`config.mk`:
```
export PLATFORM = sky130hd
export DESIGN_NAME = binary_neighbour_count_3x3_core
export DESIGN_NICKNAME = d
export VERILOG_FILES = /design/src/rtl/bnc3_pkg.sv /design/src/rtl/bnc3_front.sv /design/src/rtl/bnc3_queue.sv /design/src/rtl/bnc3_back.sv /design/src/rtl/binary_neighbour_count_3x3_core.sv
export SDC_FILE = /design/constraint.sdc
export NUM_CORES = 1
export LEC_CHECK = 0
export ABC_AREA = 1
export BUFFER_PORTS_ARGS = -buffer_cell sky130_fd_sc_hd__buf_2
export CAP_MARGIN = 20
export CELL_PAD_IN_SITES_DETAIL_PLACEMENT = 0
export CELL_PAD_IN_SITES_GLOBAL_PLACEMENT = 1
export CORE_ASPECT_RATIO = 1.25
export CORE_MARGIN = 3
export CORE_UTILIZATION = 35
export CTS_CLUSTER_SIZE = 8
export DETAILED_ROUTE_END_ITERATION = 10
export MAX_ROUTING_LAYER = met4
export PLACE_DENSITY = 0.59
export SYNTH_ARGS = -nofsm -noshare
export SYNTH_HDL_FRONTEND = slang
export SYNTH_SLANG_ARGS = --single-unit
```
`constraint.sdc`:
```
create_clock -name clk -period 8.75 [get_ports clk]
set_input_delay 0 -clock clk [delete_from_list [all_inputs] [get_ports clk]]
set_output_delay 0 -clock clk [all_outputs]
set_load 0.05 [all_outputs]
```
`src/rtl/bnc3_pkg.sv`:
```
`timescale 1ns / 1ps
// ---------------------------------------------------------------------------
// bnc3_pkg
// Shared types and constants of the 3x3 binary neighbour counter.
// ---------------------------------------------------------------------------
package bnc3_pkg;

  // configuration register indexes
  localparam logic [0:0] REG_FRAME_COLS = 1'd0;
  localparam logic [0:0] REG_FRAME_ROWS = 1'd1;

  localparam int CFG_W = 5;

  // entries in the job queue between front and back
  localparam int JOB_DEPTH = 4;

  // which results one pixel calls for
  typedef struct packed {
    logic emit_a;  // count of the position up and to the left
    logic emit_b;  // count of the position straight up (last column)
    logic flush;   // counts of the whole final row
  } job_flags_t;

endpackage

```
`src/rtl/bnc3_front.sv`:
```
`timescale 1ns / 1ps
// ---------------------------------------------------------------------------
// bnc3_front
// Tracks the raster position, keeps the three row stores and classifies
// each accepted pixel into a job for the back end.
// ---------------------------------------------------------------------------
module bnc3_front #(
  parameter int MAX_COLS = 16,
  parameter int MAX_ROWS = 16,
  parameter int CW = $clog2(MAX_COLS),
  parameter int RW = (MAX_ROWS > 1) ? $clog2(MAX_ROWS) : 1
) (
  input  logic                     clk,
  input  logic                     rst,
  input  logic                     accept,
  input  logic                     pixel_bit,
  input  logic [CW:0]              ncols,
  input  logic [RW:0]              nrows,
  output logic                     job_push,
  output bnc3_pkg::job_flags_t     job_flags,
  output logic [MAX_COLS-1:0]      job_old,
  output logic [MAX_COLS-1:0]      job_mid,
  output logic [MAX_COLS-1:0]      job_cur,
  output logic [RW-1:0]            job_row,
  output logic [CW-1:0]            job_col
);

  logic [MAX_COLS-1:0] old_row;
  logic [MAX_COLS-1:0] mid_row;
  logic [MAX_COLS-1:0] cur_row;
  logic [RW-1:0]       row_pos;
  logic [CW-1:0]       col_pos;

  logic [MAX_COLS-1:0] old_row_next;
  logic [MAX_COLS-1:0] mid_row_next;
  logic [MAX_COLS-1:0] cur_row_next;
  logic [RW-1:0]       row_pos_next;
  logic [CW-1:0]       col_pos_next;

  logic [CW-1:0] c_eff;
  logic [RW-1:0] r_eff;
  logic [RW:0]   r_wrap;
  logic [CW:0]   c_inc;
  logic [RW:0]   r_inc;
  logic          last_col;
  logic          last_row;

  always_comb begin
    // fold a position left out of range by a register write
    if ({1'b0, col_pos} >= ncols) begin
      c_eff  = '0;
      r_wrap = {1'b0, row_pos} + 1'b1;
    end else begin
      c_eff  = col_pos;
      r_wrap = {1'b0, row_pos};
    end
    r_eff = (r_wrap >= nrows) ? '0 : r_wrap[RW-1:0];

    last_col = ({1'b0, c_eff} == ncols - 1'b1);
    last_row = ({1'b0, r_eff} == nrows - 1'b1);

    // shift rows at the start of a line, clear them at frame start
    if (c_eff == '0) begin
      old_row_next = (r_eff == '0) ? '0 : mid_row;
      mid_row_next = (r_eff == '0) ? '0 : cur_row;
      cur_row_next = '0;
    end else begin
      old_row_next = old_row;
      mid_row_next = mid_row;
      cur_row_next = cur_row;
    end
    cur_row_next[c_eff] = cur_row_next[c_eff] | pixel_bit;

    // advance the raster position
    c_inc = {1'b0, c_eff} + 1'b1;
    r_inc = {1'b0, r_eff} + 1'b1;
    if (c_inc >= ncols) begin
      col_pos_next = '0;
      row_pos_next = (r_inc >= nrows) ? '0 : r_inc[RW-1:0];
    end else begin
      col_pos_next = c_inc[CW-1:0];
      row_pos_next = r_eff;
    end
  end

  assign job_flags.emit_a = (r_eff != '0) && (c_eff != '0);
  assign job_flags.emit_b = (r_eff != '0) && last_col;
  assign job_flags.flush  = last_row && last_col;
  assign job_push = accept && (job_flags.emit_a || job_flags.emit_b || job_flags.flush);
  assign job_old  = old_row_next;
  assign job_mid  = mid_row_next;
  assign job_cur  = cur_row_next;
  assign job_row  = r_eff;
  assign job_col  = c_eff;

  always_ff @(posedge clk) begin
    if (rst) begin
      old_row <= '0;
      mid_row <= '0;
      cur_row <= '0;
      row_pos <= '0;
      col_pos <= '0;
    end else if (accept) begin
      old_row <= old_row_next;
      mid_row <= mid_row_next;
      cur_row <= cur_row_next;
      row_pos <= row_pos_next;
      col_pos <= col_pos_next;
    end
  end

endmodule

```
`src/rtl/bnc3_queue.sv`:
```
`timescale 1ns / 1ps
// ---------------------------------------------------------------------------
// bnc3_queue
// Small first-in first-out job queue between front and back end.
// ---------------------------------------------------------------------------
module bnc3_queue #(
  parameter int WIDTH = 8,
  parameter int DEPTH = 4
) (
  input  logic             clk,
  input  logic             rst,
  input  logic             wr,
  input  logic [WIDTH-1:0] wr_data,
  input  logic             rd,
  output logic [WIDTH-1:0] rd_data,
  output logic             not_empty,
  output logic             is_full
);

  localparam int PW = (DEPTH > 1) ? $clog2(DEPTH) : 1;
  localparam int NW = $clog2(DEPTH + 1);

  logic [WIDTH-1:0] mem [DEPTH];
  logic [PW-1:0]    wr_ptr;
  logic [PW-1:0]    rd_ptr;
  logic [NW-1:0]    fill;

  assign rd_data   = mem[rd_ptr];
  assign not_empty = (fill != '0);
  assign is_full   = (fill == NW'(DEPTH));

  always_ff @(posedge clk) begin
    if (wr) begin
      mem[wr_ptr] <= wr_data;
    end
  end

  always_ff @(posedge clk) begin
    if (rst) begin
      wr_ptr <= '0;
      rd_ptr <= '0;
      fill   <= '0;
    end else begin
      if (wr) begin
        wr_ptr <= (wr_ptr == PW'(DEPTH - 1)) ? '0 : wr_ptr + 1'b1;
      end
      if (rd) begin
        rd_ptr <= (rd_ptr == PW'(DEPTH - 1)) ? '0 : rd_ptr + 1'b1;
      end
      if (wr && !rd) begin
        fill <= fill + 1'b1;
      end else if (rd && !wr) begin
        fill <= fill - 1'b1;
      end
    end
  end

  assert property (@(posedge clk) disable iff (rst) is_full |-> !wr)
    else $error("job queue written while full");
  assert property (@(posedge clk) disable iff (rst) !not_empty |-> !rd)
    else $error("job queue read while empty");
  assert property (@(posedge clk) disable iff (rst) fill <= NW'(DEPTH))
    else $error("job queue fill count out of range");

endmodule

```
`src/rtl/bnc3_back.sv`:
```
`timescale 1ns / 1ps
// ---------------------------------------------------------------------------
// bnc3_back
// Expands the job at the queue head into counts, one per cycle while the
// output register is free or popped, holding each count there until taken.
// ---------------------------------------------------------------------------
module bnc3_back #(
  parameter int MAX_COLS = 16,
  parameter int CW = $clog2(MAX_COLS),
  parameter int RW = 4
) (
  input  logic                 clk,
  input  logic                 rst,
  input  logic                 job_valid,
  input  bnc3_pkg::job_flags_t job_flags,
  input  logic [MAX_COLS-1:0]  job_old,
  input  logic [MAX_COLS-1:0]  job_mid,
  input  logic [MAX_COLS-1:0]  job_cur,
  input  logic [RW-1:0]        job_row,
  input  logic [CW-1:0]        job_col,
  input  logic [CW:0]          ncols,
  output logic                 job_pop,
  input  logic                 pop,
  output logic                 empty,
  output logic [3:0]           neighbour_count,
  output logic [3:0]           out_row,
  output logic [3:0]           out_col,
  output logic                 last_of_run,
  output logic                 frame_end
);

  logic          done_a;
  logic          done_b;
  logic [CW-1:0] fx;
  logic          out_valid;

  logic                ph_a;
  logic                ph_b;
  logic                ph_f;
  logic                is_last;
  logic                emit;
  logic [CW-1:0]       sel_col;
  logic [RW-1:0]       sel_row;
  logic [MAX_COLS-1:0] r_up;
  logic [MAX_COLS-1:0] r_mid;
  logic [MAX_COLS-1:0] r_dn;
  logic [3:0]          cnt;
  logic [RW+3:0]       row_ext;
  logic [CW+3:0]       col_ext;

  function automatic logic [3:0] count3x3(
    input logic [MAX_COLS-1:0] up,
    input logic [MAX_COLS-1:0] md,
    input logic [MAX_COLS-1:0] dn,
    input logic [CW-1:0]       col,
    input logic [CW:0]         nc
  );
    logic          has_l;
    logic          has_r;
    logic [CW-1:0] cl;
    logic [CW:0]   cr_w;
    logic [CW-1:0] cr;
    logic [3:0]    n;
    has_l = (col != '0);
    cr_w  = {1'b0, col} + 1'b1;
    has_r = (cr_w < nc);
    cl    = col - 1'b1;
    cr    = cr_w[CW-1:0];
    n = 4'({3'b0, up[col]}) + 4'({3'b0, dn[col]});
    if (has_l) begin
      n = n + 4'({3'b0, up[cl]}) + 4'({3'b0, md[cl]}) + 4'({3'b0, dn[cl]});
    end
    if (has_r) begin
      n = n + 4'({3'b0, up[cr]}) + 4'({3'b0, md[cr]}) + 4'({3'b0, dn[cr]});
    end
    return n;
  endfunction

  always_comb begin
    // pick the step of the head job still to be done
    ph_a = job_flags.emit_a && !done_a;
    ph_b = !ph_a && job_flags.emit_b && !done_b;
    ph_f = !ph_a && !ph_b;

    if (ph_a) begin
      is_last = !job_flags.emit_b && !job_flags.flush;
    end else if (ph_b) begin
      is_last = !job_flags.flush;
    end else begin
      is_last = ({1'b0, fx} == ncols - 1'b1);
    end

    if (ph_a) begin
      sel_col = job_col - 1'b1;
    end else if (ph_b) begin
      sel_col = job_col;
    end else begin
      sel_col = fx;
    end
    sel_row = ph_f ? job_row : job_row - 1'b1;

    // the final row sees an empty row below it
    if (ph_f) begin
      r_up  = job_mid;
      r_mid = job_cur;
      r_dn  = '0;
    end else begin
      r_up  = job_old;
      r_mid = job_mid;
      r_dn  = job_cur;
    end

    cnt     = count3x3(r_up, r_mid, r_dn, sel_col, ncols);
    row_ext = {4'b0, sel_row};
    col_ext = {4'b0, sel_col};
  end

  assign emit    = job_valid && (!out_valid || pop);
  assign job_pop = emit && is_last;
  assign empty   = !out_valid;

  always_ff @(posedge clk) begin
    if (rst) begin
      done_a    <= 1'b0;
      done_b    <= 1'b0;
      fx        <= '0;
      out_valid <= 1'b0;
    end else begin
      if (emit) begin
        out_valid <= 1'b1;
      end else if (pop) begin
        out_valid <= 1'b0;
      end
      if (emit) begin
        if (is_last) begin
          done_a <= 1'b0;
          done_b <= 1'b0;
          fx     <= '0;
        end else if (ph_a) begin
          done_a <= 1'b1;
        end else if (ph_b) begin
          done_b <= 1'b1;
        end else begin
          fx <= fx + 1'b1;
        end
      end
    end
  end

  always_ff @(posedge clk) begin
    if (emit) begin
      neighbour_count <= cnt;
      out_row         <= row_ext[3:0];
      out_col         <= col_ext[3:0];
      last_of_run     <= is_last;
      frame_end       <= ph_f && is_last;
    end
  end

  assert property (@(posedge clk) disable iff (rst)
    job_valid |-> (job_flags.emit_a || job_flags.emit_b || job_flags.flush))
    else $error("queued job calls for no result");
  assert property (@(posedge clk) disable iff (rst)
    (job_valid && ph_f) |-> ({1'b0, fx} < ncols))
    else $error("flush column ran past the row");
  assert property (@(posedge clk) disable iff (rst)
    (out_valid && frame_end) |-> last_of_run)
    else $error("frame end without end of run");
  assert property (@(posedge clk) disable iff (rst)
    (out_valid && !pop) |=> out_valid)
    else $error("waiting count dropped");

endmodule

```
`src/rtl/binary_neighbour_count_3x3_core.sv`:
```
`timescale 1ns / 1ps
// ---------------------------------------------------------------------------
// binary_neighbour_count_3x3_core
// Eight-neighbour count over a binary image streamed in raster order.
// ---------------------------------------------------------------------------
// Usage:
//   Input: drive pixel_bit with push high; a beat is taken at an edge where
//   full is low. Pixels follow raster order over frame_cols x frame_rows.
//   Output: while empty is low, the oldest count sits on neighbour_count,
//   out_row and out_col; raise pop to take it. last_of_run marks the last
//   count caused by one pixel, frame_end the count of the frame's final
//   position.
//   A position's count leaves once its lower-right neighbour is in (the
//   pixel below for the last column); the last pixel of a frame flushes the
//   whole final row, one count per column in a burst.
//   Throughput: one pixel per cycle while full is low. The back end issues
//   one count per cycle while its output register is free or being popped;
//   a job queue of four entries soaks up the extra counts at the end of a
//   line and the final-row burst, and full rises when it fills. A pixel's job
//   enters the queue at the edge that takes it; its counts are then registered.
//   Reset (rst, synchronous): registers go to 10 x 10, the row stores clear,
//   the position returns to row 0, column 0; job queue and output empty.
//   A stalled receiver holds the output register; the back end then waits,
//   the job queue fills, and full stops the source.
//   Register writes (wr_en, wr_index, wr_data) take effect at once; write
//   only while no counts are pending.
// ---------------------------------------------------------------------------
module binary_neighbour_count_3x3_core #(
  parameter int MAX_COLS = 16,
  parameter int MAX_ROWS = 16
) (
  input  logic       clk,
  input  logic       rst,
  input  logic       push,
  output logic       full,
  input  logic       pixel_bit,
  output logic       empty,
  input  logic       pop,
  output logic [3:0] neighbour_count,
  output logic [3:0] out_row,
  output logic [3:0] out_col,
  output logic       last_of_run,
  output logic       frame_end,
  input  logic       wr_en,
  input  logic [0:0] wr_index,
  input  logic [bnc3_pkg::CFG_W-1:0] wr_data
);

  localparam int CW  = $clog2(MAX_COLS);
  localparam int RW  = (MAX_ROWS > 1) ? $clog2(MAX_ROWS) : 1;
  localparam int FLW = $bits(bnc3_pkg::job_flags_t);
  localparam int QW  = FLW + 3 * MAX_COLS + RW + CW;
  // limit compares run at the wider of register and count widths
  localparam int CLW = (CW + 1 > bnc3_pkg::CFG_W) ? CW + 1 : bnc3_pkg::CFG_W;
  localparam int RLW = (RW + 1 > bnc3_pkg::CFG_W) ? RW + 1 : bnc3_pkg::CFG_W;

  logic [bnc3_pkg::CFG_W-1:0] frame_cols;
  logic [bnc3_pkg::CFG_W-1:0] frame_rows;

  logic [CLW-1:0] cols_ext;
  logic [RLW-1:0] rows_ext;
  logic [CLW-1:0] cols_lim;
  logic [RLW-1:0] rows_lim;
  logic [CW:0]    ncols;
  logic [RW:0]    nrows;

  // zero acts as one; anything past the maximum saturates
  always_comb begin
    cols_ext = CLW'(frame_cols);
    rows_ext = RLW'(frame_rows);
    if (cols_ext == '0) begin
      cols_lim = CLW'(1);
    end else if (cols_ext > CLW'(MAX_COLS)) begin
      cols_lim = CLW'(MAX_COLS);
    end else begin
      cols_lim = cols_ext;
    end
    if (rows_ext == '0) begin
      rows_lim = RLW'(1);
    end else if (rows_ext > RLW'(MAX_ROWS)) begin
      rows_lim = RLW'(MAX_ROWS);
    end else begin
      rows_lim = rows_ext;
    end
    ncols = cols_lim[CW:0];
    nrows = rows_lim[RW:0];
  end

  always_ff @(posedge clk) begin
    if (rst) begin
      frame_cols <= bnc3_pkg::CFG_W'(10);
      frame_rows <= bnc3_pkg::CFG_W'(10);
    end else if (wr_en) begin
      case (wr_index)
        bnc3_pkg::REG_FRAME_COLS: frame_cols <= wr_data;
        bnc3_pkg::REG_FRAME_ROWS: frame_rows <= wr_data;
        default: ;
      endcase
    end
  end

  // front end: position tracking and job classification
  logic                 accept;
  logic                 f_push;
  bnc3_pkg::job_flags_t f_flags;
  logic [MAX_COLS-1:0]  f_old;
  logic [MAX_COLS-1:0]  f_mid;
  logic [MAX_COLS-1:0]  f_cur;
  logic [RW-1:0]        f_row;
  logic [CW-1:0]        f_col;

  assign accept = push && !full;

  bnc3_front #(
    .MAX_COLS (MAX_COLS),
    .MAX_ROWS (MAX_ROWS),
    .CW       (CW),
    .RW       (RW)
  ) u_front (
    .clk       (clk),
    .rst       (rst),
    .accept    (accept),
    .pixel_bit (pixel_bit),
    .ncols     (ncols),
    .nrows     (nrows),
    .job_push  (f_push),
    .job_flags (f_flags),
    .job_old   (f_old),
    .job_mid   (f_mid),
    .job_cur   (f_cur),
    .job_row   (f_row),
    .job_col   (f_col)
  );

  // job queue: decouples pixel intake from count issue
  logic [QW-1:0] q_wdata;
  logic [QW-1:0] q_rdata;
  logic          q_valid;
  logic          q_pop;

  assign q_wdata = {f_flags, f_old, f_mid, f_cur, f_row, f_col};

  bnc3_queue #(
    .WIDTH (QW),
    .DEPTH (bnc3_pkg::JOB_DEPTH)
  ) u_queue (
    .clk       (clk),
    .rst       (rst),
    .wr        (f_push),
    .wr_data   (q_wdata),
    .rd        (q_pop),
    .rd_data   (q_rdata),
    .not_empty (q_valid),
    .is_full   (full)
  );

  // back end: unpack the head job and issue its counts
  bnc3_pkg::job_flags_t b_flags;
  logic [MAX_COLS-1:0]  b_old;
  logic [MAX_COLS-1:0]  b_mid;
  logic [MAX_COLS-1:0]  b_cur;
  logic [RW-1:0]        b_row;
  logic [CW-1:0]        b_col;

  assign {b_flags, b_old, b_mid, b_cur, b_row, b_col} = q_rdata;

  bnc3_back #(
    .MAX_COLS (MAX_COLS),
    .CW       (CW),
    .RW       (RW)
  ) u_back (
    .clk             (clk),
    .rst             (rst),
    .job_valid       (q_valid),
    .job_flags       (b_flags),
    .job_old         (b_old),
    .job_mid         (b_mid),
    .job_cur         (b_cur),
    .job_row         (b_row),
    .job_col         (b_col),
    .ncols           (ncols),
    .job_pop         (q_pop),
    .pop             (pop),
    .empty           (empty),
    .neighbour_count (neighbour_count),
    .out_row         (out_row),
    .out_col         (out_col),
    .last_of_run     (last_of_run),
    .frame_end       (frame_end)
  );

endmodule
```
After elaboration in Yosys (flattened, before gate mapping)
Memories as Yosys holds them, arrays and structs flattened. A register that Yosys moved wholly into a read port is not among the register bits.
Cells that the tools add are included.
{"block": "word_totals", "memories": 1, "mem_bits_rw": 236, "in_bits": 12, "reg_bits": 94, "word_cells": 173, "output_inout_bits": 16}
{"block": "classes", "order_cmp": 12, "n_bitwise": 2, "n_eq_ne": 8, "muxes": 64, "add_sub_neg": 21, "reduce_logical": 46}
{"name": "u_queue.mem", "words": 4, "word_bits": 59, "read_ports": 1, "rd_clocked_by_memory_dff": 1, "write_ports": 1, "line_no": "bnc3_queue.sv:23", "text": "logic [WIDTH-1:0] mem [DEPTH];"}
{"op": "two-way mux 16 bit", "n": 8}
{"op": "two-way mux 4 bit", "n": 13}
{"op": "binary-select mux 1 bit (select 4 bit)", "n": 9}
{"op": "two-way mux 5 bit", "n": 5}
{"op": "adder 4 x 1 -> 4 bit", "n": 6}
{"op": "two-way mux 1 bit", "n": 21}
{"op": "adder 4 x 1 -> 5 bit, second input constant", "n": 4}
{"op": "< comparator 4 x 5 -> 1 bit, second input constant", "n": 4}
{"op": "bitwise mux 16 bit", "n": 1}
{"op": "logical AND 1 bit", "n": 16}
{"op": "== test 4 x 5 -> 1 bit", "n": 3}
{"op": ">= comparator 5 bit", "n": 3}
{"op": "nonzero test 4 bit", "n": 3}
{"op": "subtractor 4 x 1 -> 4 bit, second input constant", "n": 3}
{"op": "> comparator 5 bit, second input constant", "n": 2}
{"op": "zero test 1 bit", "n": 10}
{"op": "zero test 5 bit", "n": 2}
{"op": "subtractor 5 x 1 -> 5 bit, second input constant", "n": 2}
{"op": "zero test 4 bit", "n": 2}
{"op": "two-way mux 2 bit", "n": 4}
{"op": "nonzero test 2 bit", "n": 4}
{"op": "two-way mux 3 bit", "n": 2}
{"op": "AND reduction 2 bit", "n": 3}
{"op": "AND reduction 3 bit", "n": 2}
{"op": "other kinds (16)", "n": 21}

Logic depth before layout (Yosys ltp)
{"block": "logic_depth", "depth_word": 19, "ltp_mapped": 37, "ltp_nobuf": 37}

Hierarchy
A second synthesis with hierarchy kept.
{"block": "hier_totals", "hier_cells": 1940, "hier_area_um2": 17509.3}
{"module": "bnc3_queue", "cells_each": 630, "area_each_um2": 9180.1, "instances": 1, "seq_area_each_um2": 7267.0}
{"module": "bnc3_front", "cells_each": 661, "area_each_um2": 4443.0, "instances": 1, "seq_area_each_um2": 1121.1}
{"module": "bnc3_back", "cells_each": 574, "area_each_um2": 3413.3, "instances": 1, "seq_area_each_um2": 560.5}
{"module": "binary_neighbour_count_3x3_core", "cells_each": 75, "area_each_um2": 473.0, "instances": 1, "seq_area_each_um2": 200.2}

Worst setup path after synthesis
Ideal clock, no wire load.
{"block": "synth_timing", "path_type": "flip-flop to flip-flop", "start": "register frame_cols (netlist bit cols_ext[2])", "end": "memory u_queue.mem[0][0] (netlist bit) (enable)", "arrival_ns": 6.554, "slack_ns": 1.720, "stages_incl_launch_ff": 28, "synth_period_minus_slack_ns": 7.030, "cell_sequence": "dfxtp_1 > nor2_1 > nand2_1 > o21ai_0 > nand2_1 > ha_1 > inv_1 > nor2_2 > nand3b_4 > nand3_4 > nand2_1 > o21ai_0 > nand2_2 > ha_1 > nand2_1 > o21a_1 > and3_1 > inv_1 > nor2_1 > inv_1 > ha_1 > nand3_4 > inv_2 > nor2_1 > nor2_1 > nand2_2 > nand2_4 > nor2_1"}
{"item": "start: declaration", "line_no": "binary_neighbour_count_3x3_core.sv:57", "text": "logic [bnc3_pkg::CFG_W-1:0] frame_cols;"}
{"item": "start signal: assignment", "line_no": "binary_neighbour_count_3x3_core.sv:91", "text": "frame_cols <= bnc3_pkg::CFG_W'(10);"}
{"item": "start signal: assignment", "line_no": "binary_neighbour_count_3x3_core.sv:95", "text": "bnc3_pkg::REG_FRAME_COLS: frame_cols <= wr_data;"}
{"item": "end: declaration", "line_no": "bnc3_queue.sv:23"}

==> flow_metrics.tcl <==
set metrics [dict create \
    drive_gt1_frac 0.0879 \
    finalCoreUtilization 0.404 \
    nNetsFinal 1895 \
    max_cap_violations 0 \
    skew_ns 0.0267 \
    post_synthesis_sequential_area_ratio 0.547 \
    routed_wire_length_per_instance_um 19.2 \
    number_of_placed_instances_taps_included 2400 \
    root_buffer "clkbuf_16" \
    post-route-drc-count 0 \
    worstMarginPinSlew_ns 1.07 \
    dieHeight_um 251 \
    synth-edff-count 250 \
    cts_num_sinks 332 \
    relSlewSlack 0.287 \
    critPathRequiredTime_ns 9.04 \
    timing.hold.ws_ns 0.0587 \
    synthesis.nets 1881 \
    gp_congestion 0.861 \
    ys_warn_count 0 \
    antenna_cells_inserted 0 \
    power-per-cell-area_nw_per_um2 425 \
    post-dp-hpwl_um 31100 \
    postCtsResizedCells 0 \
    most_common_cell_after_layout_fill_and_taps_aside "nand2_1" \
    first_global_vias 12000 \
    globalRouteTotalUtil 0.194 \
    vias_per_cell 5.05 \
    gr-total-overflow 0 \
    avgSynthCellArea_sq_um 9.21 \
    detailedPlace.worstSlack_ns 1.50 \
    synth-seq-cells 332 \
    fp.dieW_um 202 \
    post-cts-setup-buffers 0 \
    layout.cells.non_filler 2496 \
    path_class "reg -> reg" \
    wire_length_of_the_first_global_routing_pass_um 73600 \
    endpoint_kind "flip-flop" \
    fin_setup_tns_ns 0 \
    postRouteAntennaNets 0 \
    htreeDepth 2 \
    fmaxAchievable_mhz 138 \
    effective_utilization_at_floorplan 0.359 \
    post_synthesis_instance_area_sq_um 16700 \
    worst_setup_hold_path_clk_slew_ns 0.05 \
    outcome "finished clean" \
    tritoncts "done" \
    io_pins 28 \
    most-common-layout-cells "nand2_1, edfxtp_1, o21ai_0" \
    buffer_ports.inserted 27 \
    rsz0062_at_grt "false" \
    core-area_sq_um 46700 \
    ys.flop_type "edfxtp_1" \
    finalMaxSlewViolations 0 \
    ir_drop_mv 0.433 \
    critical_path.startpoint_type "flip-flop" \
    crit_fanout 60 \
    timing.final.hold_violations 0 \
    pin_count_of_the_biggest_net_entering_global_routing 79 \
    period_needed_ns 7.25 \
    dr.pass1.iters 5 \
    routed-via-count 12600 \
    worst_hold_path_type "in -> reg" \
    cts_inserted_buffers 47 \
    dieArea_sq_um 50500 \
    syn2layout_area_growth_pct 12.7 \
    setup_viol 0 \
    syn-instance-count 1817 \
    synth_cell_type_count 59 \
    wl_um 48000 \
    antenna_found_initial 0 \
    worstSkewPairLatency_ns 0.55 \
    ys_async_sr_fraction 0 \
    max-clock-path-buffers 3 \
    core.rowCount 88 \
    worst-endpoint-arrival_ns 7.54 \
    first_iter_violations 816 \
    final_critical_path_setup_slack_ns 1.50 \
    final_cycle_share 0.829 \
    static-leakage-power_nw 7.52 \
]
logic make-up (layout without fill, tap and decap cells):
logic type      after synthesis  after routing  synth area share
buf+inv                     287            336            0.0712
flops                       332            332             0.547
xor+xnor                     21             21            0.0135
fa+ha+maj                    52             52            0.0411
mux                           1              1          0.000598
compound gates              457            457             0.153
simple gates                667            667             0.175
per-stage QoR:
step | instance area (sq um) | power [mW]
2_1_floorplan | 16700 | 5.32
3_3_place_gp | 17400 | 6.39
3_5_place_dp | 17400 | 6.44
4_1_cts | 18900 | 8.12
5_1_grt | 18900 | 8.78
6_report | 18900 | 8.03
final cells by class:
cell class	count	area [sq um]
flip-flops and latches	332	9150
repair buffers	59	418
well taps	630	788
clock buffers	83	1320
fillers	4696	27800
inverters	193	729
multi-input cells	1198	6450
clock inverters	1	8.76
state kept, by name (all words and copies together), names as in the netlist, 5 cells and up, named ones only:
register         flops
u_front.cur_row     16
cols_ext             5
u_queue.mem        236
u_front.old_row     16
frame_rows           5
u_front.mid_row     16
repair_timing:
action / CTS / global route
hold buffers: 12 / 0
endpoints found under the hold margin: 15 / 0
setup endpoints to repair: 0 / 0
worst max-delay path, stage by stage (launching register included):
cell and delay (ns):
dfxtp_4 0.76, clkinv_2 0.69, o21ai_1 0.31, nand2_1 0.12
nand2_4 0.12, nand2_4 0.29, o211ai_2 0.75, ha_1 0.37
buf_4 0.22, inv_1 0.51, nand2_1 0.11, o211ai_1 0.11
o211ai_1 0.11, o21ai_1 0.17, fa_1 0.47, ha_1 0.29
inv_1 0.04, nand2_1 0.05, o21ai_1 0.10, fa_1 0.49
inv_1 0.04, ha_1 0.22, fa_1 0.44, nand2_1 0.08
nand2_1 0.05
layer usage:
metal / global-route usage / part of all wire / wire [um] / up-vias
li1: - / - / - / 6287
met1: 0.245 / 0.44 / 21000 / 6017
met2: 0.334 / 0.50 / 24200 / 244
met3: 0.0190 / 0.036 / 1720 / 66
met4: 0.0501 / 0.022 / 1070 / 0
met5: - / 0 / 0 / -
power by group:
group / switching [mW] / total, mW / internal (mW)
combinational: 2.88 / 4.29 / 1.41
clock: 0.648 / 1.66 / 1.01
sequential: 0.0853 / 2.08 / 2.00
Yosys cell counts, types with 3 or more instances:
cell type,number,area (sq um)
nand3_2,4,40.0
fa_1,5,100
o21a_1,3,22.5
inv_2,15,56.3
dfxtp_1,82,1640
nand4_1,8,50.1
a31oi_1,5,31.3
clkbuf_1,48,180
nor2_1,153,574
buf_2,28,140
xor2_1,12,105
o22ai_1,27,169
a21oi_2,3,26.3
nand3_1,115,576
o211ai_1,15,113
ha_1,47,588
a32o_1,19,190
or2_1,5,31.3
nor2_2,4,25.0
xnor2_1,5,43.8
buf_6,7,78.8
o21ai_1,46,230
nand2_4,7,78.8
o21ai_0,204,1020
inv_1,176,661
buf_4,6,45.0
a22oi_1,8,60.1
edfxtp_1,250,7510
buf_1,5,18.8
a21oi_1,116,581
nand2_1,344,1290
nand2_2,8,50.1
final timing paths:
check | slack (ns) | cells after the start | to | from
worst max register to register | 1.50 | 24 | u_back.neighbour_count[1] | flip-flop
worst min register to register | 0.48 | 2 | u_front.col_pos[0] | u_front.col_pos[0]
worst max-delay path | 1.50 | 24 | u_back.neighbour_count[1] | flip-flop
worst min-delay path | 0.06 | 4 | u_queue.wr_ptr[0] | rst
Power figures use the tool's default switching activity.
